`src/rtl/tsdc_pkg.sv`:
```
// ----------------------------------------------------------------------------
// tsdc_pkg: shared types and constants for the thermostat controller
// Event codes, register indexes, field widths, reset values and the status
// bundle passed from the sample averager to the control logic.
// ----------------------------------------------------------------------------
`default_nettype none

package tsdc_pkg;

  // Event kinds carried by one input transaction.
  typedef enum logic [1:0] {
    OP_TICK   = 2'd0,
    OP_SAMPLE = 2'd1,
    OP_UP     = 2'd2,
    OP_DOWN   = 2'd3
  } op_t;

  // Configuration register indexes.
  typedef enum logic [1:0] {
    CFG_MIN_SETPOINT  = 2'd0,
    CFG_MAX_SETPOINT  = 2'd1,
    CFG_TIMEOUT_TICKS = 2'd2,
    CFG_SENSOR_OFFSET = 2'd3
  } cfg_idx_t;

  localparam int unsigned TEMP_W    = 8;
  localparam int unsigned AVG_W     = 9;
  localparam int unsigned TICK_W    = 16;
  localparam int unsigned CFG_W     = 16;
  localparam int unsigned SUM_W     = 12;

  // Reciprocal division: mean = (sum * ceil(2^16 / N)) >> 16, exact for any
  // 12-bit sum as long as N <= 16.
  localparam int unsigned RECIP_SHIFT = 16;
  localparam int unsigned RECIP_W     = 17;

  localparam logic [TEMP_W-1:0] MIN_SETPOINT_RST  = 8'd10;
  localparam logic [TEMP_W-1:0] MAX_SETPOINT_RST  = 8'd40;
  localparam logic [TICK_W-1:0] TIMEOUT_TICKS_RST = 16'd5000;
  localparam logic [TEMP_W-1:0] SENSOR_OFFSET_RST = 8'd5;
  localparam logic [TEMP_W-1:0] SETPOINT_RST      = 8'd20;

  // Averager status after the current event.
  typedef struct packed {
    logic                    done;
    logic signed [AVG_W-1:0] average;
  } avg_status_t;

endpackage : tsdc_pkg

`default_nettype wire

```
`src/rtl/tsdc_avg.sv`:
```
// ----------------------------------------------------------------------------
// tsdc_avg: ten-sample (or N-sample) temperature averager
// Accumulates samples, forms the truncated group mean with a reciprocal
// multiply, subtracts the sensor offset and holds the latest average.
// ----------------------------------------------------------------------------
`default_nettype none

module tsdc_avg #(
  parameter int unsigned SAMPLES = 10
) (
  input  wire logic                           clk,
  input  wire logic                           rst_n,
  input  wire logic                           sample_en,
  input  wire logic [tsdc_pkg::TEMP_W-1:0]    sample,
  input  wire logic [tsdc_pkg::TEMP_W-1:0]    offset,
  output tsdc_pkg::avg_status_t               status
);

  localparam int unsigned IDX_W = (SAMPLES > 1) ? $clog2(SAMPLES) : 1;
  localparam int unsigned RECIP = ((1 << tsdc_pkg::RECIP_SHIFT) + SAMPLES - 1) / SAMPLES;
  localparam int unsigned PROD_W = tsdc_pkg::SUM_W + tsdc_pkg::RECIP_W;

  localparam logic [tsdc_pkg::RECIP_W-1:0] RECIP_C   = tsdc_pkg::RECIP_W'(RECIP);
  localparam logic [IDX_W:0]               SAMPLES_C = (IDX_W + 1)'(SAMPLES);

  logic [tsdc_pkg::SUM_W-1:0]         sum_r, sum_nxt, sum_add;
  logic [IDX_W-1:0]                   idx_r, idx_nxt;
  logic [IDX_W:0]                     idx_inc;
  logic signed [tsdc_pkg::AVG_W-1:0]  avg_r, avg_nxt, avg_calc;
  logic [PROD_W-1:0]                  product;
  logic [tsdc_pkg::TEMP_W-1:0]        mean;
  logic                               group_end;

  always_comb begin
    sum_add   = sum_r + {{(tsdc_pkg::SUM_W - tsdc_pkg::TEMP_W){1'b0}}, sample};
    idx_inc   = {1'b0, idx_r} + {{IDX_W{1'b0}}, 1'b1};
    group_end = sample_en && (idx_inc >= SAMPLES_C);

    // The sum never exceeds 16 * 255, so the mean always fits in eight bits.
    product = {{tsdc_pkg::RECIP_W{1'b0}}, sum_add} * {{tsdc_pkg::SUM_W{1'b0}}, RECIP_C};
    mean    = product[tsdc_pkg::RECIP_SHIFT +: tsdc_pkg::TEMP_W];
    avg_calc = $signed({1'b0, mean}) - $signed({1'b0, offset});

    sum_nxt = sum_r;
    idx_nxt = idx_r;
    avg_nxt = avg_r;
    if (group_end) begin
      sum_nxt = '0;
      idx_nxt = '0;
      avg_nxt = avg_calc;
    end else if (sample_en) begin
      sum_nxt = sum_add;
      idx_nxt = idx_inc[IDX_W-1:0];
    end

    status.done    = group_end;
    status.average = avg_nxt;
  end

  always_ff @(posedge clk) begin
    if (!rst_n) begin
      sum_r <= '0;
      idx_r <= '0;
      avg_r <= '0;
    end else begin
      sum_r <= sum_nxt;
      idx_r <= idx_nxt;
      avg_r <= avg_nxt;
    end
  end

endmodule : tsdc_avg

`default_nettype wire

```
`src/rtl/thermostat_setpoint_deadband_control.sv`:
```
// An accepted input transaction has its result on out_* in the cycle after it.
// Throughput: one transaction per cycle; the only limit is out_stall, which
// holds the single output register and stalls the input in the same cycle.
// Reset (synchronous, rst_n low): setpoint 20, adjust mode off, accumulator
// and average cleared, configuration back to 10 / 40 / 5000 / 5, no result.
// ----------------------------------------------------------------------------
// thermostat_setpoint_deadband_control: bang-bang thermostat with dead band
// Takes tick, sample and button events, keeps the setpoint and adjust mode,
// averages samples in groups and drives heater and cooler decisions.
// ----------------------------------------------------------------------------
`default_nettype none

module thermostat_setpoint_deadband_control #(
  parameter int unsigned SAMPLES_PER_AVERAGE = 10
) (
  input  wire logic                                clk,
  input  wire logic                                rst_n,

  // Event input channel.
  input  wire logic                                in_valid,
  output      logic                                in_stall,
  input  wire logic [1:0]                          in_op,
  input  wire logic [tsdc_pkg::TEMP_W-1:0]         in_sample,

  // Result channel.
  output      logic                                out_valid,
  input  wire logic                                out_stall,
  output      logic                                out_heater_on,
  output      logic                                out_cooler_on,
  output      logic                                out_adjust_mode,
  output      logic [tsdc_pkg::TEMP_W-1:0]         out_setpoint,
  output      logic signed [tsdc_pkg::AVG_W-1:0]   out_average_temp,
  output      logic                                out_average_done,

  // Configuration write channel.
  input  wire logic                                cfg_valid,
  output      logic                                cfg_ready,
  input  wire logic [1:0]                          cfg_index,
  input  wire logic [tsdc_pkg::CFG_W-1:0]          cfg_wdata
);

  // --------------------------------------------------------------------------
  // Handshake. A new transaction is taken whenever the output register is
  // empty or its current result is being taken in this same cycle.
  // --------------------------------------------------------------------------
  logic out_valid_r, out_valid_nxt;
  logic in_accept;

  assign in_stall  = out_valid_r && out_stall;
  assign in_accept = in_valid && !in_stall;
  assign cfg_ready = 1'b1;

  tsdc_pkg::op_t in_op_e;
  assign in_op_e = tsdc_pkg::op_t'(in_op);

  // --------------------------------------------------------------------------
  // Configuration registers. Writes are only expected while the block idles.
  // --------------------------------------------------------------------------
  logic [tsdc_pkg::TEMP_W-1:0] min_sp_r;
  logic [tsdc_pkg::TEMP_W-1:0] max_sp_r;
  logic [tsdc_pkg::TICK_W-1:0] timeout_r;
  logic [tsdc_pkg::TEMP_W-1:0] offset_r;

  always_ff @(posedge clk) begin
    if (!rst_n) begin
      min_sp_r  <= tsdc_pkg::MIN_SETPOINT_RST;
      max_sp_r  <= tsdc_pkg::MAX_SETPOINT_RST;
      timeout_r <= tsdc_pkg::TIMEOUT_TICKS_RST;
      offset_r  <= tsdc_pkg::SENSOR_OFFSET_RST;
    end else if (cfg_valid && cfg_ready) begin
      case (tsdc_pkg::cfg_idx_t'(cfg_index))
        tsdc_pkg::CFG_MIN_SETPOINT:  min_sp_r  <= cfg_wdata[tsdc_pkg::TEMP_W-1:0];
        tsdc_pkg::CFG_MAX_SETPOINT:  max_sp_r  <= cfg_wdata[tsdc_pkg::TEMP_W-1:0];
        tsdc_pkg::CFG_TIMEOUT_TICKS: timeout_r <= cfg_wdata;
        tsdc_pkg::CFG_SENSOR_OFFSET: offset_r  <= cfg_wdata[tsdc_pkg::TEMP_W-1:0];
        default: ;
      endcase
    end
  end

  // --------------------------------------------------------------------------
  // Sample averaging lives in its own unit; it reports the average as it
  // stands after this transaction and whether this sample closed a group.
  // --------------------------------------------------------------------------
  tsdc_pkg::avg_status_t avg_status;

  tsdc_avg #(
    .SAMPLES (SAMPLES_PER_AVERAGE)
  ) u_avg (
    .clk       (clk),
    .rst_n     (rst_n),
    .sample_en (in_accept && (in_op_e == tsdc_pkg::OP_SAMPLE)),
    .sample    (in_sample),
    .offset    (offset_r),
    .status    (avg_status)
  );

  // --------------------------------------------------------------------------
  // Setpoint and adjust-mode control.
  // --------------------------------------------------------------------------
  logic [tsdc_pkg::TEMP_W-1:0] target_r, target_nxt;
  logic                        mode_r, mode_nxt;
  logic [tsdc_pkg::TICK_W-1:0] idle_r, idle_nxt;
  logic [tsdc_pkg::TICK_W:0]   idle_inc;

  always_comb begin
    target_nxt = target_r;
    mode_nxt   = mode_r;
    idle_nxt   = idle_r;
    idle_inc   = {1'b0, idle_r} + {{tsdc_pkg::TICK_W{1'b0}}, 1'b1};

    if (in_accept) begin
      case (in_op_e)
        tsdc_pkg::OP_TICK: begin
          // Only adjust mode counts idle time. A timeout of zero ends the mode
          // on the first tick, just like a timeout of one.
          if (mode_r) begin
            if (idle_inc >= {1'b0, timeout_r}) begin
              mode_nxt = 1'b0;
              idle_nxt = '0;
            end else begin
              idle_nxt = idle_inc[tsdc_pkg::TICK_W-1:0];
            end
          end
        end
        tsdc_pkg::OP_SAMPLE: ;
        tsdc_pkg::OP_UP, tsdc_pkg::OP_DOWN: begin
          // The first press only wakes adjust mode; later presses step the
          // setpoint toward their own limit and never past it.
          if (!mode_r) begin
            mode_nxt = 1'b1;
          end else if (in_op_e == tsdc_pkg::OP_UP) begin
            if (target_r < max_sp_r) begin
              target_nxt = target_r + 8'd1;
            end
          end else begin
            if (target_r > min_sp_r) begin
              target_nxt = target_r - 8'd1;
            end
          end
          idle_nxt = '0;
        end
        default: ;
      endcase
    end
  end

  always_ff @(posedge clk) begin
    if (!rst_n) begin
      target_r <= tsdc_pkg::SETPOINT_RST;
      mode_r   <= 1'b0;
      idle_r   <= '0;
    end else begin
      target_r <= target_nxt;
      mode_r   <= mode_nxt;
      idle_r   <= idle_nxt;
    end
  end

  // --------------------------------------------------------------------------
  // Dead-band decision on the state after this transaction. The average is
  // signed, so both sides are widened to ten signed bits before comparing.
  // --------------------------------------------------------------------------
  logic signed [tsdc_pkg::AVG_W:0] avg_ext;
  logic signed [tsdc_pkg::AVG_W:0] tgt_ext;
  logic                            heater_nxt, cooler_nxt;

  always_comb begin
    avg_ext    = {avg_status.average[tsdc_pkg::AVG_W-1], avg_status.average};
    tgt_ext    = $signed({2'b00, target_nxt});
    heater_nxt = avg_ext < tgt_ext;
    cooler_nxt = avg_ext > tgt_ext;
  end

  // --------------------------------------------------------------------------
  // Output register. It holds its result while out_stall is high.
  // --------------------------------------------------------------------------
  logic                              heater_r, cooler_r, adjust_r, done_r;
  logic [tsdc_pkg::TEMP_W-1:0]       setpoint_r;
  logic signed [tsdc_pkg::AVG_W-1:0] average_r;

  always_comb begin
    if (in_accept) begin
      out_valid_nxt = 1'b1;
    end else if (out_stall) begin
      out_valid_nxt = out_valid_r;
    end else begin
      out_valid_nxt = 1'b0;
    end
  end

  always_ff @(posedge clk) begin
    if (!rst_n) begin
      out_valid_r <= 1'b0;
    end else begin
      out_valid_r <= out_valid_nxt;
    end
  end

  always_ff @(posedge clk) begin
    if (in_accept) begin
      heater_r   <= heater_nxt;
      cooler_r   <= cooler_nxt;
      adjust_r   <= mode_nxt;
      setpoint_r <= target_nxt;
      average_r  <= avg_status.average;
      done_r     <= avg_status.done;
    end
  end

  assign out_valid        = out_valid_r;
  assign out_heater_on    = heater_r;
  assign out_cooler_on    = cooler_r;
  assign out_adjust_mode  = adjust_r;
  assign out_setpoint     = setpoint_r;
  assign out_average_temp = average_r;
  assign out_average_done = done_r;

  // --------------------------------------------------------------------------
  // Assertions.
  // --------------------------------------------------------------------------

  // An up press in adjust mode below the upper limit raises the setpoint by one.
  assert property (@(posedge clk) disable iff (!rst_n)
    (in_accept && (in_op_e == tsdc_pkg::OP_UP) && mode_r && (target_r < max_sp_r))
      |=> (target_r == $past(target_r) + 8'd1))
    else $error("up press did not step the setpoint");

  // A completed average can only come from a sample transaction.
  assert property (@(posedge clk) disable iff (!rst_n)
    in_accept |=> (!out_average_done || ($past(in_op_e) == tsdc_pkg::OP_SAMPLE)))
    else $error("average_done without a sample");

  // Heater and cooler are never driven together.
  assert property (@(posedge clk) disable iff (!rst_n)
    out_valid_r |-> !(out_heater_on && out_cooler_on))
    else $error("heater and cooler both on");

  // A stalled result stays in the output register.
  assert property (@(posedge clk) disable iff (!rst_n)
    (out_valid_r && out_stall) |=> (out_valid_r && $stable(setpoint_r) && $stable(average_r)))
    else $error("stalled result was lost");

endmodule : thermostat_setpoint_deadband_control

`default_nettype wire

```
`config.mk`:
```
export PLATFORM = sky130hd
export DESIGN_NAME = thermostat_setpoint_deadband_control
export DESIGN_NICKNAME = d
export VERILOG_FILES = /design/src/rtl/tsdc_pkg.sv /design/src/rtl/tsdc_avg.sv /design/src/rtl/thermostat_setpoint_deadband_control.sv
export SDC_FILE = /design/constraint.sdc
export NUM_CORES = 1
export LEC_CHECK = 0
export ABC_AREA = 1
export BUFFER_PORTS_ARGS = -buffer_cell sky130_fd_sc_hd__buf_2
export CAP_MARGIN = 20
export CORE_MARGIN = 2
export CORE_UTILIZATION = 55
export CTS_CLUSTER_SIZE = 20
export DETAILED_ROUTE_END_ITERATION = 10
export GPL_TIMING_DRIVEN = 0
export PLACE_DENSITY = 0.76
export SETUP_SLACK_MARGIN = 0.5
export SYNTH_ARGS = -nofsm -noshare
export SYNTH_HDL_FRONTEND = slang
export SYNTH_SLANG_ARGS = --single-unit
export TNS_END_PERCENT = 1
```
`constraint.sdc`:
```
create_clock -name clk -period 8.96 [get_ports clk]
set_clock_uncertainty 0.1 [all_clocks]
set_input_delay 0.896 -clock clk [delete_from_list [all_inputs] [get_ports clk]]
set_output_delay 0.896 -clock clk [all_outputs]
set_load 0.03 [all_outputs]
```
==> impl_metrics.py <==
metrics = {
    "cts": {
        "htreeDepth": 3,
        "cts_root_buf": "clkbuf_16",
        "clk_pin_slew_ns": 0.08,
        "numCtsBuffers": 9,
        "worstSkewPairLatency_ns": 0.37,
        "cts_tree": "done",
        "cts_sinks": 112,
        "cts.path.max_buffers": 2,
    },
    "timing": {
        "max_freq_mhz": 124.1,
        "period_share_pct": 89.92,
        "fin_crit_ns": 8.057,
        "tightest_slew_ns": 0.7038,
        "tns_ns": 0,
        "hold_viol": 0,
        "fin_ws_ns": 0.9032,
        "rsz0062_at_grt": "no",
        "maxSlewHeadroom_pct": 52.72,
        "drv_slew": 0,
        "hold_slack_ns": 0.3643,
        "setup_viol": 0,
    },
    "synthesis": {
        "synth_commonest_cells": "inv_1, nand2_1, ha_1",
        "syn_inst": 1218,
        "async_flop_share_pct": 0,
        "yosysUniqueCellTypes": 47,
        "yosysMostFrequentCell": "inv_1",
        "synthFlopType": "dfxtp_1",
        "synth.avg_cell_area_um2": 7.655,
        "yosys_warnings": 0,
        "syn_nets": 1430,
        "seq_area_frac_synth_pct": 26.30,
        "synth_top_cell_by_area": "dfxtp_1",
        "syn_area_mm2": 0.009324,
        "ys_ff_latch": 112,
        "yosysTopAreaCellShare_pct": 19.54,
        "synth_area_leaders": "dfxtp_1, ha_1, inv_1, nand2_1, fa_1",
        "synth_edf_count": 21,
    },
    "worst_setup_path": {
        "r2r_cells": 38,
        "crit_slowest_cell": "fa_1",
        "cp_common_cell": "ha_1",
        "cp_data_required_time_ns": 8.98,
        "r2r_end": "out_cooler_on$_DFFE_PP_",
        "worstSetupStartpointType": "input port",
        "critical_path_class": "in2reg",
        "end_kind": "register",
        "r2r_start": "u_avg.sum_r[2]$_SDFFE_PP0P_",
        "r2r_slack_ns": 1.23,
        "cp_slowest_stage_delay_ns": 0.54,
        "cp_max_fo": 5,
        "crit_arrival_ns": 8.08,
    },
    "grt": {
        "grt_pass1_vias": 7561,
        "grt_pass1_wl_um": 35060,
        "grt.total_usage_pct": 24.07,
        "grt_max_degree": 25,
        "antenna_found_initial": 0,
        "grt_overflow": 0,
    },
    "hold_path": {
        "hp-class": "reg2reg",
        "min_from": "timeout_r[1]$_SDFFE_PN0P_",
        "hold_depth": 2,
        "min_to": "timeout_r[1]$_SDFFE_PN0P_",
    },
    "detailed_routing": {
        "vias_per_cell": 5.299,
        "via_count": 8049,
        "initialDrtViolationCount": 524,
        "drc": 0,
        "drtAntennaViolNets": 0,
        "drt-wirelength-per-cell_um": 14.22,
        "first_pass_iters": 7,
        "drt_wl_total_um": 21610,
    },
    "floorplan": {
        "ios": 57,
        "start_util_pct": 56.22,
        "die_w_um": 134.2,
        "core_mm2": 0.01658,
        "die_h_um": 134.2,
        "num_rows": 47,
        "dieArea_mm2": 0.01801,
    },
    "placed_design": {
        "dp_hpwl_um": 16870,
        "portBuffers": 55,
        "dp_slack_ns": -0.2017,
        "gp_congestion": 0.8895,
        "placed_cells": 1493,
    },
    "layout": {
        "diodes": 0,
        "nets": 1506,
        "synthToLayoutAreaGrowth_pct": 12.69,
        "stdcell_count": 1519,
        "drive_gt1_share_pct": 12.32,
    },
    "status": {
        "outcome": "finished, final reports clean",
    },
    "power": {
        "p_per_area_mw_per_mm2": 296.2,
        "power.leakage_nw": 5.382,
        "vdd.ir_drop.worst_v": 0.0003750,
        "p_total_mw": 3.112,
    },
    "run": {
        "drv_cap": 0,
    },
}
[worst max path at each step]
stage,from,end,slack [ns]
after floorplan,in_sample[0],out_cooler_on$_DFFE_PP_,0.92
after global placement,in_sample[0],out_cooler_on$_DFFE_PP_,-0.13
after CTS,in_sample[0],out_cooler_on$_DFFE_PP_,0.51
after detailed placement,in_sample[0],out_cooler_on$_DFFE_PP_,-0.20
final,in_sample[2],out_cooler_on$_DFFE_PP_,0.90
after global routing,in_sample[2],out_cooler_on$_DFFE_PP_,0.41
[critical path, delay by kind of cell]
family,cells,cell delay [ns]
XOR/XNOR,3,0.54
buffers and inverters,7,0.56
AND/OR/NAND/NOR,8,0.63
AO/OA/AOI/OAI,12,1.95
adder cells (fa/ha/maj),9,3.46
[registers in the layout, indices dropped and copies added (netlist names), 8 cells and up]
register and count:
timeout_r 16, min_sp_r 8, target_r 8, u_avg.sum_r 12
offset_r 8, out_setpoint 8, max_sp_r 8, u_avg.avg_r 9
out_average_temp 9, idle_r 16
[cell type report]
class | count | area, um2
fill | 1422 | 6076
tap | 220 | 275.3
clock inverter | 7 | 75.07
sequential | 112 | 2452
timing repair buffer | 65 | 350.3
clock buffer | 9 | 225.2
buffer | 24 | 120.1
inverter | 244 | 917.1
multi-input combinational | 838 | 6092
[power by group]
group	switching, mW	internal, mW
sequential	0.00711	0.530
clock	0.208	0.197
combinational	1.30	0.874
[kinds of logic after synthesis]
group | count (synthesis) | synth area share, %
flops | 112 | 26.30
other cells | 1 | 0.04022
simple gates | 416 | 20.03
compound gates | 203 | 11.76
xor+xnor | 39 | 3.663
fa+ha+maj | 179 | 27.08
buf+inv | 268 | 11.12
[per-stage QoR]
step                      util, %  instance area (um2)
after floorplan                 -                 9324
after global placement      59.54                 9874
after detailed placement    59.54                 9874
after CTS                   61.85                10260
after global routing        63.36                10510
final                       63.36                10510
[metal layers]
layer,track usage (%),routed length [um],vias up
met5,0,0,-
met4,8.947,563,0
met3,2.872,1022,42
met2,41.13,10420,206
met1,31.34,9602,3711
li1,-,-,4090
[layout by cell type (no fill, tap or decap), types with 20 or more instances in the layout]
cell      count
buf_2        58
a21oi_1     100
nand4_1      35
edfxtp_1     21
dfxtp_1      91
o21ai_0      54
inv_1       232
ha_1        135
fa_1         36
nand3_1      31
xor2_1       20
nor2_1       81
nand2_1     217
[what timing repair did]
item | in CTS | in global routing
hold buffers | 0 | 0
endpoints found under the setup margin | 2 | 2
gates resized for setup | 11 | 37
buffers inserted | 2 | 8
pin swaps | 1 | 6
Note: power is estimated with default switching activity, not from simulation.
